===== src/rtl/cfrle_pkg.sv =====
// ---------------------------------------------------------------------------
// cfrle_pkg
// types, constants and helpers of the case folding run-length encoder
// ---------------------------------------------------------------------------
package cfrle_pkg;

  typedef logic [7:0] byte_t;
  typedef logic [3:0] len_t;

  // longest run before it is split, keeps the count a single digit
  localparam len_t  MaxRun    = 4'd9;
  localparam byte_t DigitZero = 8'h30;
  localparam byte_t UpperA    = 8'h41;
  localparam byte_t UpperZ    = 8'h5A;
  localparam byte_t CaseGap   = 8'h20;

  // most bytes a single request can produce
  localparam int unsigned MaxOut = 4;
  localparam int unsigned CntW   = $clog2(MaxOut + 1);
  localparam int unsigned IdxW   = $clog2(MaxOut);

  typedef logic [CntW-1:0] cnt_t;
  typedef logic [IdxW-1:0] idx_t;

  // upper-case letters map to lower case, every other byte stays as is
  function automatic byte_t fold_byte(input byte_t c);
    byte_t r;
    r = c;
    if (c >= UpperA && c <= UpperZ) begin
      r = c + CaseGap;
    end
    return r;
  endfunction

  // ascii digit of a run length
  function automatic byte_t len_digit(input len_t n);
    return DigitZero + {4'd0, n};
  endfunction

endpackage


===== src/rtl/cfrle_in_if.sv =====
// ---------------------------------------------------------------------------
// cfrle_in_if
// character channel: one raw byte with its end-of-string mark
// ---------------------------------------------------------------------------
interface cfrle_in_if import cfrle_pkg::*; ();

  logic  valid;
  logic  ready;
  byte_t char_in;
  logic  end_of_string;

  modport source (output valid, output char_in, output end_of_string, input ready);
  modport sink   (input valid, input char_in, input end_of_string, output ready);

endinterface


===== src/rtl/cfrle_out_if.sv =====
// ---------------------------------------------------------------------------
// cfrle_out_if
// encoded byte channel: one output byte with its last-of-request mark
// ---------------------------------------------------------------------------
interface cfrle_out_if import cfrle_pkg::*; ();

  logic  valid;
  logic  ready;
  byte_t out_byte;
  logic  last_out;

  modport source (output valid, output out_byte, output last_out, input ready);
  modport sink   (input valid, input out_byte, input last_out, output ready);

endinterface


===== src/rtl/case_folding_run_length_encoder_unit.sv =====
// ---------------------------------------------------------------------------
// case_folding_run_length_encoder_unit
// run-length encoder with case-insensitive letter matching
// ---------------------------------------------------------------------------
// usage:
//   in_i takes one character byte per request, end_of_string marks the last
//   one of a string. out_o gives the encoded bytes: the ascii length digit
//   of a run, then its lower-cased character. last_out marks the final byte
//   caused by one input request.
//   an accepted request's bytes wait in the pending buffer, then pass
//   through the output register to out_o.
//   throughput: a request that closes no run and ends no string is taken
//   every cycle while no bytes are pending. otherwise one byte leaves per
//   cycle while out_o is ready, and in_i is not ready again until the last
//   byte of the request leaves. the single output port sets this pace.
//   a byte held at a stalled out_o does not block in_i: up to four more
//   bytes are buffered behind it before in_i drops ready.
//   reset clears the open run and drops every buffered byte.
// ---------------------------------------------------------------------------
module case_folding_run_length_encoder_unit import cfrle_pkg::*; (
  input  logic        clk_i,
  input  logic        rst_ni,
  cfrle_in_if.sink    in_i,
  cfrle_out_if.source out_o
);

  // run state
  byte_t run_sym_q, run_sym_d;
  len_t  run_len_q, run_len_d;
  logic  run_open_q, run_open_d;

  // bytes waiting behind the output register
  byte_t pend_q [MaxOut];
  byte_t pend_d [MaxOut];
  cnt_t  pend_cnt_q, pend_cnt_d;
  idx_t  head_q, head_d;

  // output register
  logic  out_vld_q;
  byte_t out_byte_q;
  logic  out_last_q;

  logic  in_acc;
  logic  move;
  byte_t c_fold;
  logic  match;
  logic  brk;
  len_t  new_len;
  byte_t new_sym;
  cnt_t  n_new;

  // handshake
  assign move         = (pend_cnt_q != '0) && (!out_vld_q || out_o.ready);
  assign in_i.ready   = (pend_cnt_q == '0) || ((pend_cnt_q == cnt_t'(1)) && move);
  assign in_acc       = in_i.valid && in_i.ready;
  assign out_o.valid    = out_vld_q;
  assign out_o.out_byte = out_byte_q;
  assign out_o.last_out = out_last_q;

  // run tracking and byte generation
  always_comb begin
    c_fold  = fold_byte(in_i.char_in);
    match   = run_open_q && (c_fold == run_sym_q) && (run_len_q < MaxRun);
    brk     = run_open_q && !match;
    new_len = match ? (run_len_q + len_t'(1)) : len_t'(1);
    new_sym = match ? run_sym_q : c_fold;
    n_new   = (brk ? cnt_t'(2) : cnt_t'(0)) + (in_i.end_of_string ? cnt_t'(2) : cnt_t'(0));

    run_sym_d  = run_sym_q;
    run_len_d  = run_len_q;
    run_open_d = run_open_q;
    pend_d     = pend_q;
    pend_cnt_d = pend_cnt_q;
    head_d     = head_q;

    // drain one byte into the output register
    if (move) begin
      pend_cnt_d = pend_cnt_q - cnt_t'(1);
      head_d     = head_q + idx_t'(1);
    end

    if (in_acc) begin
      if (brk) begin
        pend_d[0] = len_digit(run_len_q);
        pend_d[1] = run_sym_q;
        pend_d[2] = len_digit(new_len);
        pend_d[3] = new_sym;
      end else begin
        pend_d[0] = len_digit(new_len);
        pend_d[1] = new_sym;
      end
      pend_cnt_d = n_new;
      head_d     = '0;
      if (in_i.end_of_string) begin
        run_sym_d  = '0;
        run_len_d  = '0;
        run_open_d = 1'b0;
      end else begin
        run_sym_d  = new_sym;
        run_len_d  = new_len;
        run_open_d = 1'b1;
      end
    end
  end

  // control registers
  always_ff @(posedge clk_i or negedge rst_ni) begin
    if (!rst_ni) begin
      run_sym_q  <= '0;
      run_len_q  <= '0;
      run_open_q <= 1'b0;
      pend_cnt_q <= '0;
      head_q     <= '0;
      out_vld_q  <= 1'b0;
    end else begin
      run_sym_q  <= run_sym_d;
      run_len_q  <= run_len_d;
      run_open_q <= run_open_d;
      pend_cnt_q <= pend_cnt_d;
      head_q     <= head_d;
      if (move) begin
        out_vld_q <= 1'b1;
      end else if (out_o.ready) begin
        out_vld_q <= 1'b0;
      end
    end
  end

  // payload registers
  always_ff @(posedge clk_i) begin
    pend_q <= pend_d;
    if (move) begin
      out_byte_q <= pend_q[head_q];
      out_last_q <= (pend_cnt_q == cnt_t'(1));
    end
  end

endmodule


===== src/flat_wrapper.sv =====
// flat-port wrapper written by rule: the top's interface ports become plain ports
module case_folding_run_length_encoder_unit_flat import cfrle_pkg::*;
  (clk_i, rst_ni, in_i_valid, in_i_char_in, in_i_end_of_string, in_i_ready, out_o_valid, out_o_out_byte, out_o_last_out, out_o_ready);
  cfrle_in_if in_i_i ();
  cfrle_out_if out_o_i ();
  input  logic clk_i;
  input  logic rst_ni;
  input wire logic [$bits(in_i_i.valid)-1:0] in_i_valid;
  input wire logic [$bits(in_i_i.char_in)-1:0] in_i_char_in;
  input wire logic [$bits(in_i_i.end_of_string)-1:0] in_i_end_of_string;
  output wire logic [$bits(in_i_i.ready)-1:0] in_i_ready;
  output wire logic [$bits(out_o_i.valid)-1:0] out_o_valid;
  output wire logic [$bits(out_o_i.out_byte)-1:0] out_o_out_byte;
  output wire logic [$bits(out_o_i.last_out)-1:0] out_o_last_out;
  input wire logic [$bits(out_o_i.ready)-1:0] out_o_ready;
  assign in_i_i.valid = in_i_valid;
  assign in_i_i.char_in = in_i_char_in;
  assign in_i_i.end_of_string = in_i_end_of_string;
  assign in_i_ready = in_i_i.ready;
  assign out_o_valid = out_o_i.valid;
  assign out_o_out_byte = out_o_i.out_byte;
  assign out_o_last_out = out_o_i.last_out;
  assign out_o_i.ready = out_o_ready;
  case_folding_run_length_encoder_unit u_core (.clk_i(clk_i), .rst_ni(rst_ni), .in_i(in_i_i), .out_o(out_o_i));
endmodule

===== config.mk =====
export PLATFORM = sky130hd
export DESIGN_NAME = case_folding_run_length_encoder_unit_flat
export DESIGN_NICKNAME = d
export VERILOG_FILES = /design/src/rtl/cfrle_pkg.sv /design/src/rtl/cfrle_in_if.sv /design/src/rtl/cfrle_out_if.sv /design/src/rtl/case_folding_run_length_encoder_unit.sv /design/src/flat_wrapper.sv
export SDC_FILE = /design/constraint.sdc
export NUM_CORES = 1
export LEC_CHECK = 0
export BUFFER_PORTS_ARGS = -buffer_cell sky130_fd_sc_hd__buf_2
export CAP_MARGIN = 10
export CORE_MARGIN = 10
export CORE_UTILIZATION = 58
export CTS_CLUSTER_DIAMETER = 60
export DETAILED_ROUTE_END_ITERATION = 16
export GPL_TIMING_DRIVEN = 0
export PLACE_DENSITY = 0.78
export SLEW_MARGIN = 25
export SYNTH_ARGS = -nofsm -noshare
export SYNTH_HDL_FRONTEND = slang
export SYNTH_SLANG_ARGS = --single-unit
export TNS_END_PERCENT = 30

===== constraint.sdc =====
create_clock -name clk_i -period 2.3 [get_ports clk_i]
set_input_delay 0.46 -clock clk_i [delete_from_list [all_inputs] [get_ports clk_i]]
set_output_delay 0.46 -clock clk_i [all_outputs]
set_load 0.005 [all_outputs]

# After elaboration in Yosys (flattened, before gate mapping)
# Cells that the tools add are included.
# totals
in_bits	13
wordCells	60
reg_bits	60
out_inout_bits	11
# classes
order_cmp	4
n_addsub	7
n_bitwise	1
n_mux	18
n_eq_ne	2
reduce_logical	16
# op_table
operator	count
$mux 8	5
$bmux 8 s2	1
$mux 16	1
$add 6x4->7 const A	2
$add 8x6->8 const B	1
$eq 8x8->1	1
$ge 8x7->1 const B	1
$le 8x7->1 const B	1
$mux 2	4
$mux 4	2
$logic_and 1x1->1	7
$mux 3	2
$add 4x1->4 const B	1
$lt 4x4->1 const B	1
$reduce_bool 2->1	2
$add 3x3->3	1
$eq 3x1->1 const B	1
$ge 3x3->1 const B	1
$logic_not 3->1	1
$mux 1	3
$not 2->3	1
$reduce_bool 3->1	1
$sub 3x1->3 const B	1
$add 2x1->2 const B	1
other kinds (3)	5

# Depth between registers and ports, before layout
# depth
ltp_word	11
ltp_mapped	10
mapped_depth_nobuf	10

# Worst setup path before layout
# No wires, ideal clock.
# synth_path
kind	input port to flip-flop
from	in in_i_char_in[0]
to	reg u_core.pend_q[0] (netlist name), enable pin
path_buffers	0
t_arrival_ps	1980
t_required_ps	1945
cell_stages	6
path_slack_ps	-35
path_cell_list	a21o_1 a221oi_2 mux2i_1 nand3_2 a21oi_2 and2_1
# synth_between
elab_chain_len	9
word_cells_on_any_way	11
classes_between	add/sub: 1; order compare: 2; eq/ne: 1; mux: 1; reduce/logical: 6
# synth_rtl
element	line_no	rtl
from (decl)	flat_wrapper.sv:9	input wire logic [$bits(in_i_i.char_in)-1:0] in_i_char_in;
$ge 8x7->1 or $le 8x7->1 (tied branches)	cfrle_pkg.sv:29	if (c >= UpperA && c <= UpperZ) begin
$logic_and 1x1->1	cfrle_pkg.sv:29	
$mux 8 (*)	cfrle_pkg.sv:29	
$eq 8x8->1 (*)	case_folding_run_length_encoder_unit.sv:63	match = run_open_q && (c_fold == run_sym_q) && (run_len_q < MaxRun);
$logic_and 1x1->1 (*) (2 in a row)	case_folding_run_length_encoder_unit.sv:63	
$logic_not 1->1 (*)	case_folding_run_length_encoder_unit.sv:64	brk = run_open_q && !match;
$logic_and 1x1->1 (*)	case_folding_run_length_encoder_unit.sv:64	
$reduce_and 2->1 (no source line) (*)	n/a	
to (signal assigned)	case_folding_run_length_encoder_unit.sv:131	pend_q <= pend_d;
to (decl)	case_folding_run_length_encoder_unit.sv:33	byte_t pend_q [MaxOut];
# Every way passes the cells marked *; elsewhere a longest branch is shown, timed or not.
# A chain may end at the register's enable or synchronous reset.

# Final worst setup path
# layout_path
from	in in_i_char_in[0]
to	reg u_core.pend_q[8] (netlist name), enable pin
# Same word-level chain as after synthesis.

==> reports/qor.yml <==
synthTopCellsByCount: "33 x edfxtp_1, 29 x nand2_1, 19 x dfrtp_1"
crit_fanout: 12
grt_pass1_vias: 1646
end_kind: "flop"
synth-seq-cells: 52
async_flop_share: 0.3654
cp.required_ps: 2290
ant_nets: 0
synth.area.top_cells: "edfxtp_1 38%, dfrtp_1 18%, nand2_1 4.2%"
path_clk_slew_ps: 90
dp.cells: 286
ff2ff_path_depth: 6
grt-ovfl-total: 0
post-dp-hpwl_um: 3610
power_switching_mw: 1.017
place.gp.congestion: 0.8472
rrSetupSlack_ps: 210
synth.distinct_cells: 48
synth_top_family_by_area: "simple AND/OR/NAND/NOR gates"
dr.first_iter.drc_count: 52
final-seq-area_um2: 1466
fin_crit_sh: 0.9623
cts-resized-gates: 5
cts_buffer_depth: 2
route.detailed.drc: 0
die-area_um2: 7516
critical_path.max_stage_delay_ps: 350
grt_first_pass_wirelength_um: 8183
worst_setup_path_start_kind: "input port"
num_vias: 1640
r2r-start: "u_core.pend_cnt_q[0]"
seqPwrFrac: 0.485
synth_compound_area_frac: 0.09263
diodes: 0
grt_start_max_net_pins: 22
drtPass1Iterations: 5
critPathArrivalTime_ps: 2210
fillers: 334
yosys_warnings: 0
sw_frac_of_total: 0.3353
synth_edf_count: 33
fin_crit_ps: 2213
coreArea_um2: 4324
drive_gt1_frac: 0.2149
fmax_mhz: 451.8
syn_area_per_cell_um2: 12.23
die_x_um: 86.70
grtUsageTotal: 0.1362
p_int_mw: 2.016
start_util: 0.5966
p_comb_frac: 0.356
p_clk_frac: 0.159
holdBufCountCts: 0
routed_wirelength_um: 4797
status: "completed"
ys_seq_area_frac: 0.5684
crit_chain: "buf_2, a21o_1, a221oi_4, mux2i_1, nand3_2, a21oi_4, and2_4"
area_growth_pct: 11.25
critical_path_class: "in -> reg"
rows: 24
yosysTopAreaCell: "edfxtp_1"
p_total_mw: 3.033
synthXorXnorAreaFrac: 0.03734
port_buffers: 23
cap_violations: 0
wl_per_cell_um: 16.32
post-cts-setup-buffers: 0
synth_top_area_frac: 0.3841
syn_area_um2: 2580
hold_violations: 0
utilization: 0.6638
num_io_pins: 24
synth_mux_area_frac: 0.08002
cts_sinks: 52
antenna_found_initial: 0
power_density_nw_per_um2: 1057
max-vdd-ir-drop_v: 0.0004690
cts_buffers: 5
multi_input_area_um2: 1050
holdWs_ps: 103.5
synth_most_common_cell: "edfxtp_1"
final_max_slew_viol_count: 0
power_leakage_nw: 1.172
syn_inst: 211
h-tree-depth: 2
nets: 261
hp-class: "in -> async"
synth-adder-area-share: 0.03395
tightest_slew_ps: 766.8
yosys.area_share.simple: 0.1532
slew_headroom: 0.4858
via_per_inst: 5.578
fin_cells: 294
cts_tree: "built"
fin_setup_tns_ps: 0
synth_ff_type: "edfxtp_1"
cpMaxStageDelayCell: "a221oi_4"
fp.dieH_um: 86.70
setup_violations: 0
finClkSkew_ps: 8.482
cts-root-buf: "clkbuf_8"
crit_start: "in_i_char_in[0]"
syn_nets: 231
clkLatencyLatePin_ps: 290
-- layout make-up --
type	count	share of cell area
Clock buffer	7	0.02659
Sequential cell	52	0.5109
Timing Repair Buffer	23	0.04010
Clock inverter	1	0.001744
Inverter	11	0.01439
Multi-Input combinational cell	137	0.3657
Buffer	11	0.01787
Tap cell	52	0.02267
-- power by group through the flow --
stage / Combinational (mW) / Clock [mW] / Sequential, mW
floorplan: 0.755 / 0 / 1.47
global placement: 1.03 / 0 / 1.48
detailed placement: 1.08 / 0 / 1.49
CTS: 1.09 / 0.493 / 1.47
global route: 1.22 / 0.527 / 1.50
finish: 1.08 / 0.484 / 1.47
-- through the flow --
step	area, um^2	worst slack [ps]
floorplan	2581	94.45
global placement	2761	-364.1
detailed placement	2765	-394.8
CTS	2849	11.30
global route	2870	-9.434
finish	2870	86.66
-- sequential cells by signal (all words and copies together) (netlist names) --
signal                 count
u_core.head_q              2
u_core.pend_q             24
u_core.out_o.valid         1
u_core.pend_cnt_q          3
u_core.out_o.last_out      1
u_core.run_open_q          1
u_core.out_o.out_byte      8
u_core.run_sym_q           8
u_core.run_len_q           4
-- per-layer routing --
metal,share of wire,GRT usage,wire length [um],up-vias
li1,-,-,-,807
met1,0.45,0.1808,2164,786
met2,0.48,0.2141,2297,40
met3,0.054,0.03471,261,7
met4,0.016,0.03976,75,0
met5,0,0,0,-
-- cells in the final DEF (no fill, tap or decap), drive strengths merged, types with 4 or more instances in the layout --
| cell | count |
|---|---|
| nor2 | 10 |
| nand3b | 5 |
| and2 | 5 |
| nand3 | 7 |
| buf | 24 |
| ha | 7 |
| dfrtp | 19 |
| inv | 11 |
| o21ai | 5 |
| edfxtp | 33 |
| clkbuf | 16 |
| mux2 | 5 |
| a22o | 4 |
| nand2 | 30 |
| xor2 | 6 |
| xnor2 | 5 |
| mux4 | 4 |
| mux2i | 6 |
| a21o | 6 |
-- path summary, 6_finish.rpt --
kind,to
min in group clk_i,u_core.run_sym_q[2]
worst max register to register,u_core.pend_q[16]
worst min register to register,u_core.run_sym_q[1]
worst max-delay path,u_core.pend_q[8]
worst min-delay path,u_core.run_len_q[1]
max in group asynchronous,u_core.run_open_q
-- cells by family after synthesis --
logic type | count (synthesis)
muxes | 15
buffers and inverters | 22
DFF | 52
AOI/OAI and AO/OA | 30
and+or+nand+nor | 74
xor gates and xnor gates | 11
adders and majority gates | 7
-- worst max-delay path, delay by kind of cell --
kind | cells | cell delay, ps
compound gates | 3 | 830
buf+inv | 1 | 160
simple gates | 2 | 490
mux | 1 | 260
Note: power is estimated with default switching activity, not from simulation.
